File: config.mk
export PLATFORM = sky130hd
export DESIGN_NAME = file_allocation_table_engine_core
export DESIGN_NICKNAME = d
export VERILOG_FILES = /design/src/rtl/core/fate_pkg.sv /design/src/rtl/core/fate_ram.sv /design/src/rtl/core/fate_ctrl.sv /design/src/rtl/core/file_allocation_table_engine_core.sv
export VERILOG_INCLUDE_DIRS = /design/src /design/src/rtl/core
export SDC_FILE = /design/constraint.sdc
export NUM_CORES = 2
export LEC_CHECK = 0
export BUFFER_PORTS_ARGS = -buffer_cell sky130_fd_sc_hd__buf_2
export CELL_PAD_IN_SITES_DETAIL_PLACEMENT = 1
export CELL_PAD_IN_SITES_GLOBAL_PLACEMENT = 2
export CORE_ASPECT_RATIO = 1.75
export CORE_MARGIN = 1
export CORE_UTILIZATION = 49
export CTS_CLUSTER_DIAMETER = 60
export DETAILED_ROUTE_END_ITERATION = 12
export PLACE_DENSITY = 0.92
export SETUP_SLACK_MARGIN = 0.05
export SLEW_MARGIN = 20
export SYNTH_ARGS = -nofsm -noshare
export SYNTH_HDL_FRONTEND = slang
export SYNTH_SLANG_ARGS = --single-unit
export TNS_END_PERCENT = 30
File: constraint.sdc
create_clock -name clk_i -period 6.55 [get_ports clk_i]
set_input_delay 0 -clock clk_i [delete_from_list [all_inputs] [get_ports clk_i]]
set_output_delay 0 -clock clk_i [all_outputs]
set_load 0.01 [all_outputs]
File: src/rtl/core/file_allocation_table_engine_core_assert.svh
// assertion macros shared by the rtl
`ifndef FILE_ALLOCATION_TABLE_ENGINE_CORE_ASSERT_SVH
`define FILE_ALLOCATION_TABLE_ENGINE_CORE_ASSERT_SVH

// implication checked at every clock edge outside reset
`define FATE_ASSERT(label, clk, rst_n, ante, cons) \
  label: assert property (@(posedge clk) disable iff (!rst_n) (ante) |-> (cons)) \
    else $error("assertion failed");

// implication checked in the cycle after the antecedent
`define FATE_ASSERT_NEXT(label, clk, rst_n, ante, cons) \
  label: assert property (@(posedge clk) disable iff (!rst_n) (ante) |=> (cons)) \
    else $error("assertion failed");

`endif

File: src/rtl/core/fate_pkg.sv
package fate_pkg;

  localparam int unsigned TableDepth  = 256;
  localparam int unsigned LinkWidth   = 8;
  localparam int unsigned SectorCount = 256;
  localparam logic [7:0]  EndMark     = 8'hFF;

  typedef enum logic [2:0] {
    REQ_NEW    = 3'd0,
    REQ_SIZE   = 3'd1,
    REQ_APPEND = 3'd2,
    REQ_LOCATE = 3'd3,
    REQ_FORMAT = 3'd4
  } req_e;

  // one request word
  typedef struct packed {
    logic [7:0] position;
    logic [7:0] file_num;
    logic [2:0] req_type;
  } req_t;

  // one result word
  typedef struct packed {
    logic [7:0] value;
    logic       status;
  } res_t;

  // single-port table access
  typedef struct packed {
    logic       we;
    logic [7:0] addr;
    logic [7:0] wdata;
  } mem_req_t;

endpackage

File: src/rtl/core/fate_ram.sv
module fate_ram #(
  parameter int unsigned Width = 8,
  parameter int unsigned Depth = 256
) (
  input  logic                     clk_i,
  input  logic                     we_i,
  input  logic [$clog2(Depth)-1:0] addr_i,
  input  logic [Width-1:0]         wdata_i,
  output logic [Width-1:0]         rdata_o
);

  logic [Width-1:0] mem_q [Depth];

  // write or registered read
  always_ff @(posedge clk_i) begin
    if (we_i) begin
      mem_q[addr_i] <= wdata_i;
    end else begin
      rdata_o <= mem_q[addr_i];
    end
  end

endmodule

File: src/rtl/core/fate_ctrl.sv
module fate_ctrl #(
  parameter int unsigned NumSectors = fate_pkg::SectorCount
) (
  input  logic              clk_i,
  input  logic              rst_ni,
  input  logic              start_i,
  input  fate_pkg::req_t    req_i,
  output logic              ready_o,
  output logic              res_valid_o,
  input  logic              res_ready_i,
  output fate_pkg::res_t    res_o,
  output fate_pkg::mem_req_t dir_req_o,
  input  logic [7:0]        dir_rdata_i,
  output fate_pkg::mem_req_t link_req_o,
  input  logic [7:0]        link_rdata_i
);
  import fate_pkg::*;

  typedef enum logic [3:0] {
    S_CLEAR, S_IDLE, S_NEW, S_SZ_HEAD, S_SZ_WALK, S_LC_HEAD, S_LC_WALK,
    S_AP_DIR, S_AP_WALK, S_AP_CHECK, S_AP_HEAD, S_AP_TAIL, S_DONE
  } state_e;

  localparam logic [8:0] WalkLimit = 9'(TableDepth);
  localparam logic [8:0] FullMark  = 9'(NumSectors - 1);

  state_e     state_q, state_d;
  logic       fmt_q, fmt_d;
  req_t       req_q, req_d;
  logic [7:0] slot_q, slot_d;
  logic [7:0] s_q, s_d;
  logic [8:0] cnt_q, cnt_d;
  logic [7:0] hi_q, hi_d;
  logic       hiv_q, hiv_d;
  logic [7:0] free_q, free_d;
  res_t       res_q, res_d;

  assign ready_o     = (state_q == S_IDLE);
  assign res_valid_o = (state_q == S_DONE);
  assign res_o       = res_q;

  // sequencer: one access to each table per cycle, the next request waits for the result
  always_comb begin
    state_d    = state_q;
    fmt_d      = fmt_q;
    req_d      = req_q;
    slot_d     = slot_q;
    s_d        = s_q;
    cnt_d      = cnt_q;
    hi_d       = hi_q;
    hiv_d      = hiv_q;
    free_d     = free_q;
    res_d      = res_q;
    dir_req_o  = '{we: 1'b0, addr: slot_q, wdata: EndMark};
    link_req_o = '{we: 1'b0, addr: s_q, wdata: EndMark};
    case (state_q)
      S_CLEAR: begin
        dir_req_o.we  = 1'b1;
        link_req_o.we = 1'b1;
        link_req_o.addr = slot_q;
        slot_d = slot_q + 8'd1;
        if (slot_q == EndMark) begin
          if (fmt_q) begin
            res_d   = '{value: 8'd0, status: 1'b0};
            state_d = S_DONE;
          end else begin
            state_d = S_IDLE;
          end
          fmt_d = 1'b0;
        end
      end
      S_IDLE: begin
        if (start_i) begin
          req_d  = req_i;
          slot_d = 8'd0;
          hiv_d  = 1'b0;
          case (req_i.req_type)
            REQ_NEW, REQ_APPEND: begin
              dir_req_o.addr = 8'd0;
              state_d = (req_i.req_type == REQ_NEW) ? S_NEW : S_AP_DIR;
            end
            REQ_SIZE, REQ_LOCATE: begin
              dir_req_o.addr = req_i.file_num;
              state_d = (req_i.req_type == REQ_SIZE) ? S_SZ_HEAD : S_LC_HEAD;
            end
            REQ_FORMAT: begin
              fmt_d   = 1'b1;
              state_d = S_CLEAR;
            end
            default: begin
              res_d   = '{value: EndMark, status: 1'b1};
              state_d = S_DONE;
            end
          endcase
        end
      end
      // first empty directory slot
      S_NEW: begin
        if (dir_rdata_i == EndMark) begin
          res_d   = '{value: slot_q, status: 1'b0};
          state_d = S_DONE;
        end else if (slot_q == 8'd254) begin
          res_d   = '{value: EndMark, status: 1'b1};
          state_d = S_DONE;
        end else begin
          slot_d = slot_q + 8'd1;
          dir_req_o.addr = slot_q + 8'd1;
        end
      end
      // chain length, saturating
      S_SZ_HEAD: begin
        if (dir_rdata_i == EndMark) begin
          res_d   = '{value: 8'd0, status: 1'b0};
          state_d = S_DONE;
        end else begin
          cnt_d = 9'd1;
          link_req_o.addr = dir_rdata_i;
          state_d = S_SZ_WALK;
        end
      end
      S_SZ_WALK: begin
        if (link_rdata_i == EndMark || cnt_q == 9'd255) begin
          res_d   = '{value: cnt_q[7:0], status: 1'b0};
          state_d = S_DONE;
        end else begin
          cnt_d = cnt_q + 9'd1;
          link_req_o.addr = link_rdata_i;
        end
      end
      // follow the chain to the position
      S_LC_HEAD: begin
        if (req_q.position == 8'd0 || dir_rdata_i == EndMark) begin
          res_d   = '{value: dir_rdata_i, status: (dir_rdata_i == EndMark)};
          state_d = S_DONE;
        end else begin
          cnt_d = 9'd1;
          link_req_o.addr = dir_rdata_i;
          state_d = S_LC_WALK;
        end
      end
      S_LC_WALK: begin
        if (cnt_q == {1'b0, req_q.position} || link_rdata_i == EndMark) begin
          res_d   = '{value: link_rdata_i, status: (link_rdata_i == EndMark)};
          state_d = S_DONE;
        end else begin
          cnt_d = cnt_q + 9'd1;
          link_req_o.addr = link_rdata_i;
        end
      end
      // scan files for the highest tail
      S_AP_DIR: begin
        if (dir_rdata_i == EndMark) begin
          free_d  = hiv_q ? hi_q + 8'd1 : 8'd0;
          state_d = S_AP_CHECK;
        end else begin
          s_d   = dir_rdata_i;
          cnt_d = 9'd0;
          link_req_o.addr = dir_rdata_i;
          state_d = S_AP_WALK;
        end
      end
      S_AP_WALK: begin
        if (link_rdata_i == EndMark || cnt_q == WalkLimit) begin
          if (!hiv_q || s_q > hi_q) begin
            hi_d = s_q;
          end
          hiv_d = 1'b1;
          if (slot_q == 8'd254) begin
            free_d  = EndMark;
            state_d = S_AP_CHECK;
          end else begin
            slot_d = slot_q + 8'd1;
            dir_req_o.addr = slot_q + 8'd1;
            state_d = S_AP_DIR;
          end
        end else begin
          s_d   = link_rdata_i;
          cnt_d = cnt_q + 9'd1;
          link_req_o.addr = link_rdata_i;
        end
      end
      S_AP_CHECK: begin
        if ({1'b0, free_q} >= FullMark) begin
          res_d   = '{value: EndMark, status: 1'b1};
          state_d = S_DONE;
        end else begin
          dir_req_o.addr = req_q.file_num;
          state_d = S_AP_HEAD;
        end
      end
      S_AP_HEAD: begin
        res_d = '{value: free_q, status: 1'b0};
        if (dir_rdata_i == EndMark) begin
          dir_req_o = '{we: 1'b1, addr: req_q.file_num, wdata: free_q};
          state_d   = S_DONE;
        end else begin
          s_d   = dir_rdata_i;
          cnt_d = 9'd0;
          link_req_o.addr = dir_rdata_i;
          state_d = S_AP_TAIL;
        end
      end
      // link the new sector behind the tail
      S_AP_TAIL: begin
        if (link_rdata_i == EndMark || cnt_q == WalkLimit) begin
          link_req_o = '{we: 1'b1, addr: s_q, wdata: free_q};
          state_d    = S_DONE;
        end else begin
          s_d   = link_rdata_i;
          cnt_d = cnt_q + 9'd1;
          link_req_o.addr = link_rdata_i;
        end
      end
      S_DONE: begin
        if (res_ready_i) begin
          state_d = S_IDLE;
        end
      end
      default: state_d = S_IDLE;
    endcase
  end

  // state and the registers with reset
  always_ff @(posedge clk_i or negedge rst_ni) begin
    if (!rst_ni) begin
      state_q <= S_CLEAR;
      fmt_q   <= 1'b0;
      slot_q  <= 8'd0;
      hiv_q   <= 1'b0;
    end else begin
      state_q <= state_d;
      fmt_q   <= fmt_d;
      slot_q  <= slot_d;
      hiv_q   <= hiv_d;
    end
  end

  // working registers
  always_ff @(posedge clk_i) begin
    req_q  <= req_d;
    s_q    <= s_d;
    cnt_q  <= cnt_d;
    hi_q   <= hi_d;
    free_q <= free_d;
    res_q  <= res_d;
  end

endmodule

File: src/rtl/core/file_allocation_table_engine_core.sv
// file allocation table engine
// requests come in on the s_axis channel, one result word per request leaves
// on the m_axis channel. request kinds: new file, size, append sector,
// locate sector, format; unknown kinds return failure with value 255.
// the directory and the link table each live in a single-port ram with a
// registered read; the sequencer does one access to each table per cycle,
// and the result word passes through an output register to m_axis once the
// sequencer finishes. a new file scans the directory for an empty slot,
// size and locate walk one chain, append walks the chains of every file in
// use, and format sweeps both tables to 255.
// one request is in flight at a time; s_axis_tready_o is high only while the
// sequencer is idle. the result sits in an output register, so a new request
// is taken while an earlier result waits; a stalled m_axis holds the word and
// the following result then waits in the sequencer for the register to free.
// after reset both tables are swept to 255, one entry per cycle, and no
// request is accepted until the sweep ends.
module file_allocation_table_engine_core #(
  parameter int unsigned NumSectors = fate_pkg::SectorCount
) (
  input  logic        clk_i,
  input  logic        rst_ni,
  input  logic        s_axis_tvalid_i,
  output logic        s_axis_tready_o,
  input  logic [23:0] s_axis_tdata_i,  // req_type[2:0], file_num[10:3], position[18:11]
  output logic        m_axis_tvalid_o,
  input  logic        m_axis_tready_i,
  output logic [15:0] m_axis_tdata_o   // status[0], value[8:1]
);
  import fate_pkg::*;

  `include "file_allocation_table_engine_core_assert.svh"

  logic     ctrl_ready, res_valid, res_ready, res_load, start;
  req_t     req;
  res_t     res, out_q;
  logic     out_valid_q;
  mem_req_t dir_req, link_req;
  logic [LinkWidth-1:0] dir_rdata, link_rdata;

  assign req             = s_axis_tdata_i[18:0];
  assign s_axis_tready_o = ctrl_ready;
  assign start           = s_axis_tvalid_i & ctrl_ready;
  assign res_ready       = !out_valid_q || m_axis_tready_i;
  assign res_load        = res_valid & res_ready;

  fate_ctrl #(.NumSectors(NumSectors)) u_ctrl (
    .clk_i,
    .rst_ni,
    .start_i      (start),
    .req_i        (req),
    .ready_o      (ctrl_ready),
    .res_valid_o  (res_valid),
    .res_ready_i  (res_ready),
    .res_o        (res),
    .dir_req_o    (dir_req),
    .dir_rdata_i  (dir_rdata),
    .link_req_o   (link_req),
    .link_rdata_i (link_rdata)
  );

  fate_ram #(.Width(LinkWidth), .Depth(TableDepth)) u_dir_ram (
    .clk_i,
    .we_i    (dir_req.we),
    .addr_i  (dir_req.addr),
    .wdata_i (dir_req.wdata),
    .rdata_o (dir_rdata)
  );

  fate_ram #(.Width(LinkWidth), .Depth(TableDepth)) u_link_ram (
    .clk_i,
    .we_i    (link_req.we),
    .addr_i  (link_req.addr),
    .wdata_i (link_req.wdata),
    .rdata_o (link_rdata)
  );

  // output register
  always_ff @(posedge clk_i or negedge rst_ni) begin
    if (!rst_ni) begin
      out_valid_q <= 1'b0;
    end else if (res_load) begin
      out_valid_q <= 1'b1;
    end else if (m_axis_tready_i) begin
      out_valid_q <= 1'b0;
    end
  end

  always_ff @(posedge clk_i) begin
    if (res_load) begin
      out_q <= res;
    end
  end

  assign m_axis_tvalid_o = out_valid_q;
  assign m_axis_tdata_o  = {7'd0, out_q};

  // sequencer never finishes and accepts in the same cycle
  `FATE_ASSERT(a_done_not_idle, clk_i, rst_ni, res_valid, !s_axis_tready_o)
  // an accepted request occupies the sequencer
  `FATE_ASSERT_NEXT(a_busy_after_accept, clk_i, rst_ni, start, !s_axis_tready_o)
  // a finished result shows up on the output
  `FATE_ASSERT_NEXT(a_result_shown, clk_i, rst_ni, res_load, m_axis_tvalid_o)

endmodule
Word level (Yosys, flattened, before mapping):

Memories as Yosys holds them, arrays and structs flattened. A register that Yosys moved wholly into a read port is not among the register bits.
Index checks and enable logic that the tools add are counted.
Widths: inputs -> output; s select.

* divide/modulo/power cells: 0
* $lt $le $gt $ge: 2
* muxes and demuxes: 80
* shift operators: 0
* add/sub/neg operators: 3
* multipliers: 0
* bitwise operators: 2
* reductions and logical operators: 36
* equal/unequal tests: 45

Operators with widths (count)
* $mux 9: 17
* $mux 8: 18
* $pmux 9 s9: 1
* $pmux 9 s6: 1
* $mux 4: 13
* $pmux 4 s13: 1
* $pmux 8 s2: 3
* $pmux 8 s6: 1
* $pmux 8 s5: 1
* $eq 8x8->1 const B: 4
* $pmux 8 s4: 1
* $ne 2x1->1 const B: 14
* $eq 4x4->1 const B: 5
* $mux 17: 1
* $add 8x1->8 const B: 2
* $eq 4x3->1 const B: 4
* $ne 2x2->1 const B: 7
* $mux 1: 13
* $mux 3: 4
* $pmux 4 s3: 1
* $reduce_and 11->1: 1
* $reduce_bool 2->1: 5
* $add 9x1->9 const B: 1
* $eq 9x8->1: 1
* other kinds (28): 48

* bits of input ports: 28
* latch bits: 0
* memory bits (writable): 4096
* bits in registers: 82
* memory bits (read-only): 0
* memories kept: 2

Memory list
* u_dir_ram.mem_q: depth 256, width 8, read ports 1, clocked after Yosys merged registers in 1, write ports 1, line fate_ram.sv:12 `logic [Width-1:0] mem_q [Depth];`
* u_link_ram.mem_q: depth 256, width 8, read ports 1, clocked after Yosys merged registers in 1, write ports 1, line fate_ram.sv:12

Logic depth before layout (Yosys ltp):

* word-level depth: 6
* mapped depth: 22
* depth with buffers taken out: 15

Hierarchy:

From an unflattened synthesis, not the netlist that was laid out.

* cell total of the unflattened synthesis: 7734
* area total of the unflattened synthesis: 162807.4 sq um

Modules (own cells, without submodules)
* fate_ram: area an instance 78534.1 sq um, cells each 3545, times used 2
* fate_ctrl: area an instance 5352.6 sq um, cells each 622, times used 1
* file_allocation_table_engine_core: area an instance 386.6 sq um, cells each 22, times used 1

Worst setup path before layout:

No wires, ideal clock.

* path type: register -> register
* start point: register u_ctrl.cnt_q[0]
* end point: memory u_link_ram.mem_q[0][4], data pin
* required time: 5.647 ns
* slack: 0.978 ns
* data arrival time: 4.669 ns
* setup time: 0.903 ns
* stages on the path, launching flop included: 9
* cell sequence: edfxtp_1 -> inv_1 -> ha_1 -> and4_1 -> buf_2 -> nor2_1 -> nor3_1 -> clkbuf_1 -> nand2b_1

RTL lines
* start, declared: line fate_ctrl.sv:32 `logic [8:0] cnt_q, cnt_d;`
* start signal, assigned: line fate_ctrl.sv:242 `cnt_q <= cnt_d;`
* end, declared: line fate_ram.sv:12

Worst setup path after layout:

* start point: register u_ctrl.slot_q[3]
* end point: register u_dir_ram.rdata_o[7], read port of u_dir_ram.mem_q, data pin

* word-level cells in the longest chain between the ends: 4
* elaborated cells between the ends (all ways): 10
* classes of those cells: add/sub: 1; eq/ne: 1; mux: 8

RTL lines
* start, declared: line fate_ctrl.sv:30 `logic [7:0] slot_q, slot_d;`
* start signal, assigned: line fate_ctrl.sv:233 `slot_q <= slot_d;`
* $add 8x1->8 / $eq 8x8->1 (equally long branches)
* $mux 8
* $mux 8, on equally long branches
* $pmux 8 s5 *: line fate_ctrl.sv:56 `case (state_q)`
* end, declared: line fate_ram.sv:9 `output logic [Width-1:0] rdata_o`

Mark *: on every way between the ends. The rest lies on a longest branch, timed or not.
A chain may end at the register's enable or synchronous reset.

==> impl_metrics.json <==
{
  "ys_top_cells_by_count": "4,179 x edfxtp_1, 1,035 x nand2_1, 627 x nor2_1",
  "synth_cell_types": 91,
  "cap_viol_max_count": 0,
  "post_cts_buffers": 0,
  "ys_seq_elements": 4194,
  "cts_max_path_buffers": 4,
  "power_density_nw_per_um2": 479,
  "post-route-period-util": 1.01,
  "ys_async_sr_fraction": 0.00358,
  "vias": 100000,
  "drtAntennaViolNets": 0,
  "fin_ws_ns": -0.0526,
  "timing.rr.end": "u_dir_ram.rdata_o[7]$_DFFE_PN_",
  "cts-buffers-inserted": 371,
  "path_class": "reg2reg",
  "worst_pin_slew_ns": 1.33,
  "worst-path-stages": 13,
  "globalplace.congestion": 0.965,
  "synth_top_cell_area_share": 0.748,
  "hp-class": "in2async",
  "wl_mm": 544,
  "crit_end": "u_dir_ram.rdata_o[7]$_DFFE_PN_",
  "crit_top_cell": "buf_4",
  "yosys.cell_count.top_type": "edfxtp_1",
  "grt_overflow": 0,
  "fillers": 30600,
  "fp.dieArea_um2": 345000,
  "ios": 46,
  "drtIter0Drc": 10900,
  "die_h_um": 776,
  "synth_edf_count": 4179,
  "outcome": "finished with violations",
  "dp_hpwl_mm": 342,
  "post_dp_cell_area_um2": 176000,
  "nets": 10500,
  "track_usage": 0.311,
  "grt_max_degree": 199,
  "p_total_w": 0.0905,
  "leakagePower_nw": 61.7,
  "hold_violations": 0,
  "ctsHtreeMaxLevel": 5,
  "maxSlewViolCount": 0,
  "cp_top_family": "compound AO/OA/AOI/OAI gates",
  "cp_max_fo": 57,
  "rows": 283,
  "syn_area_um2": 168000,
  "grt_first_pass_wirelength_mm": 771,
  "antenna_found_initial": 18,
  "port_buffers": 33,
  "cts.sinks": 4194,
  "fp.dieW_um": 444,
  "timing.rr.start": "u_ctrl.slot_q[3]$_DFFE_PN0P_",
  "firstDrtPassIters": 6,
  "vias_per_cell": 6.62,
  "clock_skew_ns": 0.110,
  "crit_chain": "nand3_1, or2_0, a311oi_4, buf_4, o211ai_1, buf_12, buf_4, nand2_1, a32o_1, o22ai_1, a211oi_1, a31oi_1, or3b_1",
  "setup_viol_count_final": 2,
  "ys_warn_count": 0,
  "yosysTopAreaCell": "edfxtp_1",
  "violations": "negative setup slack",
  "r2r_slack_ns": -0.05,
  "slew_headroom": 0.115,
  "reg2reg_depth": 13,
  "grt_pass1_vias": 107000,
  "seq_area_frac_synth": 0.750,
  "arrival_ns": 7.31,
  "syn_to_final_growth_pct": 12.7,
  "ys.flop_type": "edfxtp_1",
  "drc_errors": 0,
  "startpoint": "u_ctrl.slot_q[3]$_DFFE_PN0P_",
  "required_ns": 7.26,
  "worstSetupStartpointType": "register",
  "cts.clk_slew.worst_paths_ns": 0.07,
  "wl_per_cell_um": 35.9,
  "min_period_ns": 6.60,
  "rsz0062_at_grt": "yes",
  "regArea_um2": 126000,
  "ir_drop_mv": 0.590,
  "clk_latency_ns": 0.98,
  "cts_tree": "yes",
  "syn-instance-count": 10000,
  "start_util": 0.493,
  "end_kind": "register",
  "drive_above_1_share": 0.169,
  "cts_root_buffer": "clkbuf_16",
  "core_region_area_um2": 340000,
  "cp_num_buf_inv": 3,
  "crit_path_max_incr_delay_ns": 1.00,
  "multi_input_area_um2": 38800,
  "avgSynthCellArea_um2": 16.7,
  "max_freq_mhz": 151,
  "synthTopCellsByArea": "edfxtp_1 75%, mux4_2 5.7%, mux2i_1 3.1%, nand2_1 2.3%, nor2_1 1.4%",
  "stdcell_area_um2": 189000,
  "slowest_stage": "a311oi_4"
}
==> area by class of cell <==
cell class,count,area share
inverters,90,0.00179
well taps,4417,0.0292
clock inverters,232,0.0122
multi-input cells,5044,0.205
repair buffers,721,0.0344
diodes,10,0.000132
flip-flops and latches,4194,0.666
clock buffers,437,0.0512
==> flip-flops by register name, summed over array words and instances (netlist names) <==
name,count
u_dir_ram.mem_q,2048
u_link_ram.rdata_o,8
u_ctrl.free_q,8
u_ctrl.hiv_q,1
u_ctrl.req_q,16
m_axis_tvalid_o,1
u_ctrl.s_q,8
u_ctrl.cnt_q,9
u_ctrl.fmt_q,1
u_ctrl.state_q,4
m_axis_tdata_o,9
u_ctrl.slot_q,8
u_dir_ram.rdata_o,8
u_link_ram.mem_q,2048
u_ctrl.res_o,9
u_ctrl.hi_q,8
==> metrics by stage <==
step / utilization / setup TNS [ns] / std cells / setup slack [ns] / hold slack (ns)
after detailed placement: 0.519 / -0.314 / 14400 / -0.314 / -0.00613
after floorplan: - / 0 / 10000 / 0.978 / -0.296
after CTS: 0.556 / 0 / 15100 / 0.193 / 0.114
after global placement: 0.519 / -0.161 / 14400 / -0.150 / -0.00158
final: 0.556 / -0.0557 / 15100 / -0.0526 / 0.177
after global routing: 0.556 / 0 / 15100 / 0.0307 / 0.164
==> where the power goes <==
group,total (W),switching (W),internal [W]
logic,0.0381,0.0254,0.0127
clock network,0.0222,0.0100,0.0122
registers,0.0302,0.000514,0.0297
total,0.0905,0.0360,0.0545
==> worst register-to-register path, delay by kind of cell (launching register included) <==
| family | cells | cell delay, ns |
|---|---|---|
| AOI/OAI and AO/OA | 6 | 3.18 |
| and+or+nand+nor | 4 | 1.37 |
| buffers and inverters | 3 | 1.10 |
| DFF | 1 | 0.70 |
==> placed cells by master (no fill, tap or decap), types with 118 or more instances in the layout <==
cell | netlist | routed
clkbuf_16 | 0 | 378
a21oi_1 | 393 | 393
a211oi_1 | 175 | 172
nand2_1 | 1035 | 1034
o22ai_1 | 118 | 118
o211ai_1 | 139 | 139
nor2_1 | 627 | 623
nand3_1 | 172 | 167
mux2i_1 | 512 | 512
buf_4 | 38 | 557
edfxtp_1 | 4179 | 4179
a22oi_1 | 143 | 141
mux4_2 | 423 | 423
==> layer usage <==
metal,share of wire,routed length [um],up-vias,GRT usage
met2,0.51,276000,5689,0.538
met4,0.11,61000,18,0.295
met3,0.068,37100,1949,0.0516
li1,-,-,40800,-
met5,0.00023,123,-,0
met1,0.31,169000,51700,0.318
==> cell families after synthesis <==
logic type,after synthesis,share of synthesized area
flops,4194,0.750
simple gates,2268,0.0596
compound gates,1706,0.0738
mux,1030,0.0937
buf+inv,786,0.0205
xor+xnor,18,0.000940
fa+ha+maj,14,0.00104
other cells,1,0.0000224
==> worst min path at each step <==
stage / start / end / cells after the start
3_5_place_dp: rst_ni / m_axis_tvalid_o$_DFFE_PN0P_ / 1
3_3_place_gp: rst_ni / m_axis_tvalid_o$_DFFE_PN0P_ / 1
2_1_floorplan: rst_ni / m_axis_tvalid_o$_DFFE_PN0P_ / 0
5_1_grt: s_axis_tdata_i[2] / u_ctrl.state_q[0]$_DFFE_PN0P_ / 4
4_1_cts: s_axis_tdata_i[2] / u_ctrl.state_q[0]$_DFFE_PN0P_ / 4
6_report: rst_ni / m_axis_tvalid_o$_DFFE_PN0P_ / 4
==> timing repair <==
action | 4_1_cts | 5_1_grt
endpoints found under the hold margin | 63 | 15
hold buffers | 44 | 1
resized for setup | 2 | 0
endpoints found under the setup margin | 2 | 3
cloned | 0 | 1
pin swaps | 0 | 1
No activity file was read; power rests on OpenSTA's default activity.
